[config.mk]
export PLATFORM = sky130hd
export DESIGN_NAME = tpi_mul32
export DESIGN_NICKNAME = d
export VERILOG_FILES = /design/src/design/tpi_mul32.sv
export SDC_FILE = /design/constraint.sdc
export NUM_CORES = 2
export LEC_CHECK = 0
export BUFFER_PORTS_ARGS = -buffer_cell sky130_fd_sc_hd__buf_2
export CORE_MARGIN = 2
export CORE_UTILIZATION = 39
export CTS_CLUSTER_DIAMETER = 200
export DETAILED_ROUTE_END_ITERATION = 10
export MAX_ROUTING_LAYER = met4
export SETUP_SLACK_MARGIN = 0.4
export SLEW_MARGIN = 20
export SYNTH_ARGS = -nofsm -noshare
export SYNTH_HDL_FRONTEND = slang
export SYNTH_SLANG_ARGS = --single-unit
export TNS_END_PERCENT = 30
[constraint.sdc]
create_clock -name clk -period 7.48 [get_ports clk]
set_clock_uncertainty 0.15 [all_clocks]
set_input_delay 0.374 -clock clk [delete_from_list [all_inputs] [get_ports clk]]
set_output_delay 0.374 -clock clk [all_outputs]
set_load 0.02 [all_outputs]
[src/design/tpi_mul32.sv]
// ----------------------------------------------------------------------------
// tpi_mul32
// Registered signed 32x32 multiplier with stall enable.
// ----------------------------------------------------------------------------
`default_nettype none
module tpi_mul32 (
    input  wire               clk,
    input  wire               en,
    input  wire signed [31:0] a,
    input  wire signed [31:0] b,
    output logic signed [63:0] p
);
    always_ff @(posedge clk)
    begin
        if (en)
        begin
            p <= a * b;
        end
    end
endmodule
`default_nettype wire

After elaboration in Yosys (flattened, before gate mapping)
Index checks and enable logic that the tools add are counted.
{ "totals": {"reg_bits": 64, "in_bits": 66, "output_inout_bits": 64, "wordCells": 2} }
{ "op_classes": {"n_mul": 1} }
{ "op_table": {"columns": ["op", "count"], "rows": [
  ["multiplier 32 x 32 -> 64 bit", 1]
]} }

Longest topological paths before layout
{ "logic_depth": {"ltp_word": 1, "depth_mapped": 28, "ltp_nobuf": 27} }

Worst setup path before layout
OpenSTA, ideal clock, no wires.
{ "synth_timing": {"path_kind": "in2reg", "startpoint": "input b[2]", "endpoint": "register p[62] (data pin)", "setup_time_ps": 269, "arrival_time_ps": 7502, "required_ps": 7061, "setup_slack_ps": -441, "stages": 24, "path_buffers": 1, "cell_sequence": "clkbuf_1 > nand2_1 > inv_1 > fa_1 > fa_1 > fa_1 > fa_1 > inv_1 > fa_1 > inv_1 > fa_1 > inv_1 > fa_1 > inv_1 > fa_1 > ha_1 > and3_1 > nand2_1 > or3_1 > o22a_1 > o211ai_1 > a31oi_1 > o31ai_1 > xor2_1"} }
{ "synth_between": {"elab_chain_cells": 1} }
{ "synth_rtl": {"columns": ["element", "line", "text"], "rows": [
  ["start, declared", "10", "input wire signed [31:0] b,"],
  ["multiplier 32 x 32 -> 64 bit", "17", "p <= a * b;"],
  ["end signal, assigned", "17", null],
  ["end, declared", "11", "output logic signed [63:0] p"]
]} }
No other way between the ends.
A chain may end at the register's enable or synchronous reset.

Final worst setup path
{ "layout_timing": {"startpoint": "input a[11]", "endpoint": "register p[62] (data pin)"} }
{ "layout_between": {"elab_chain_cells": 1} }
{ "layout_rtl": {"columns": ["element", "line", "text"], "rows": [
  ["start, declared", "9", "input wire signed [31:0] a,"],
  ["multiplier 32 x 32 -> 64 bit", "17", null]
]} }
No other way between the ends.

==> results.sh <==
export IMPL_status="completed"
export IMPL_required_ns=7.43
export IMPL_synth_seq_cells=64
export IMPL_crit_slowest_cell="fa_2"
export IMPL_die_x_microns=316
export IMPL_finalNetCount=5645
export IMPL_nFillCells=9102
export IMPL_holdCritStartpoint="en"
export IMPL_synth_edff_count=64
export IMPL_path_common_cell="fa_1"
export IMPL_core_sq_um=96400
export IMPL_syn_nets=5216
export IMPL_tritoncts="built"
export IMPL_seq_area_sq_um=1920
export IMPL_avgViaCountPerCell=4.86
export IMPL_async_flop_share_pct=0
export IMPL_grt_pass1_vias=30200
export IMPL_htree_num_levels=3
export IMPL_path_clk_slew_ns=0.07
export IMPL_finalMaxSlewViolations=0
export IMPL_start_util_pct=39.3
export IMPL_fmax_ghz=0.136
export IMPL_synth_top_area_share_pct=57.2
export IMPL_grt_max_degree=65
export IMPL_yosysTopAreaCell="fa_1"
export IMPL_totalNegativeSetupSlack_ns=0
export IMPL_routed_wl_mm=104
export IMPL_critPathMaxStageDelay_ns=0.54
export IMPL_gp_congestion=0.890
export IMPL_synth_warning_count=0
export IMPL_top_regs="p (64)"
export IMPL_syn_inst=3884
export IMPL_critPathArrivalTime_ns=7.28
export IMPL_grt_ovfl_total=0
export IMPL_yosys_top_cells_area="fa_1, inv_1, and2_1"
export IMPL_synth_main_ff_cell="edfxtp_1"
export IMPL_cap_violations=0
export IMPL_crit_path_max_fanout=16
export IMPL_die_height_microns=316
export IMPL_finalSetupViolations=0
export IMPL_ios=130
export IMPL_slew_headroom_pct=41.0
export IMPL_io_buffers=129
export IMPL_grt_pass1_wl_mm=166
export IMPL_numCtsBuffers=9
export IMPL_cts_buffer_depth=2
export IMPL_drtIter0Drc=1312
export IMPL_crit_type="input pin to register"
export IMPL_crit_path_end_kind="register"
export IMPL_syn_cell_area_sq_um=37900
export IMPL_synthToLayoutAreaGrowth_pct=21.3
export IMPL_die_area_sq_um=99600
export IMPL_top_register="p"
export IMPL_avgRoutedWirePerCell_microns=18.5
export IMPL_drive_gt1_share_pct=20.4
export IMPL_rows=114
export IMPL_antenna_found_initial=2
export IMPL_drtAntennaViolNets=0
export IMPL_fin_crit_ns=7.34
export IMPL_setup_ws_ns=0.145
export IMPL_tightest_slew_ns=0.884
export IMPL_hold_viol=0
export IMPL_preCtsSetupSlack_ns=-0.625
export IMPL_post_route_drc_count=0
export IMPL_hold_depth=2
export IMPL_cp_start_kind="input pin"
export IMPL_rsz0062_at_grt="true"
export IMPL_syn_area_per_cell_sq_um=9.75
export IMPL_ys_seq_area_share_pct=5.07
export IMPL_vias=27200
export IMPL_hold_end="p[15]"
export IMPL_multi_input_area_sq_um=32900
export IMPL_root_buffer="clkbuf_16"
export IMPL_largest_register_ffs=64
export IMPL_clock_sink_count=64
export IMPL_period_share_pct=98.1
export IMPL_hp_class="input pin to register"
export IMPL_grt_util_all_layers_pct=22.2
export IMPL_dp_final_hpwl_mm=91.1
export IMPL_ys_types=63
export IMPL_dr_pass1_iters=5
-- worst max path at each step --
stage | startpoint | endpoint | slack [ns] | cells past startpoint
after floorplan | a[31] | p[62] | -0.18 | 25
after global placement | b[5] | p[60] | -0.55 | 27
after detailed placement | b[2] | p[61] | -0.62 | 25
after CTS | b[11] | p[61] | 0.20 | 27
after global routing | b[11] | p[62] | -0.03 | 28
final | a[11] | p[62] | 0.14 | 27
-- worst max-delay path, delay by kind of cell --
| family | cells | cell delay, ns |
|---|---|---|
| simple gates | 4 | 0.87 |
| compound gates | 4 | 0.73 |
| fa+ha+maj | 9 | 4.25 |
| xor+xnor | 1 | 0.09 |
| buf+inv | 9 | 0.95 |
-- kinds of logic (layout without fill, tap and decap cells) --
logic type	Yosys count	after routing	share of synthesized area [%]
fa+ha+maj	1266	1266	63.3
buf+inv	1152	1586	11.4
simple gates	1134	1134	15.1
compound gates	193	193	3.41
xor+xnor	75	75	1.73
flops	64	64	5.07
other cells	0	2	0
-- Yosys cell counts (all sizes together) (25+ instances only) --
library cell,n
fa,1082
inv,952
and2,516
nand2,511
clkbuf,195
ha,184
a21oi,68
edfxtp,64
xnor2,53
nor2,42
o21ai,31
a21o,25
-- per-layer routing --
layer / up-vias / global-route usage (%) / share of wire, %
met5: - / - / 0
met4: 0 / 5.60 / 3.6
met3: 183 / 1.57 / 3.5
met2: 624 / 40.7 / 54
met1: 14400 / 26.4 / 39
li1: 12000 / - / -
-- placed cells by master (no fill, tap or decap), drive strengths merged, types with 2 or more instances in the layout --
| cell type | count |
|---|---|
| ha | 184 |
| xor2 | 22 |
| o22a | 2 |
| or3 | 5 |
| nand3b | 2 |
| and3 | 9 |
| xnor2 | 53 |
| buf | 614 |
| and2 | 516 |
| fa | 1082 |
| nand4 | 7 |
| a211oi | 8 |
| inv | 952 |
| nor4 | 2 |
| a21o | 25 |
| nand3 | 15 |
| o211ai | 3 |
| nand2b | 9 |
| nor2 | 42 |
| nor3 | 7 |
| bufinv | 3 |
| clkinv | 2 |
| edfxtp | 64 |
| clkinvlp | 2 |
| o21bai | 15 |
| a21boi | 3 |
| o31ai | 7 |
| o31a | 2 |
| clkbuf | 13 |
| nand2 | 511 |
| diode | 2 |
| a21oi | 68 |
| and4 | 4 |
| a31oi | 13 |
| o21ai | 31 |
| nor2b | 3 |
| a2111oi | 2 |
| o21a | 4 |
-- metrics by stage --
| stage | std cells | hold slack, ns | cell area, sq um | utilization (%) |
|---|---|---|---|---|
| after floorplan | 3884 | 0.336 | 38000 | - |
| after global placement | 5515 | 0.669 | 43000 | 44.6 |
| after detailed placement | 5515 | 0.668 | 43000 | 44.6 |
| after CTS | 5573 | 0.576 | 44900 | 46.6 |
| after global routing | 5595 | 0.613 | 45900 | 47.7 |
| final | 5596 | 0.584 | 45900 | 47.7 |
-- what timing repair did --
item	4_1_cts	5_1_grt
resized for setup	304	187
pin swaps	148	148
cloned	2	3
buffers inserted	40	18
endpoints found under the setup margin	32	29
hold buffers	0	0
-- area by class of cell --
| class | instances | share of cell area [%] |
|---|---|---|
| diodes | 2 | 0.0109 |
| clock inverters | 7 | 0.259 |
| flip-flops and latches | 64 | 4.18 |
| well taps | 1276 | 3.47 |
| inverters | 952 | 7.79 |
| multi-input cells | 2668 | 71.6 |
| clock buffers | 9 | 0.490 |
| repair buffers | 618 | 12.2 |
Power is left out: the tool's default activity adds up to more than one toggle a clock period on the data nets, which glitch-free logic cannot reach.
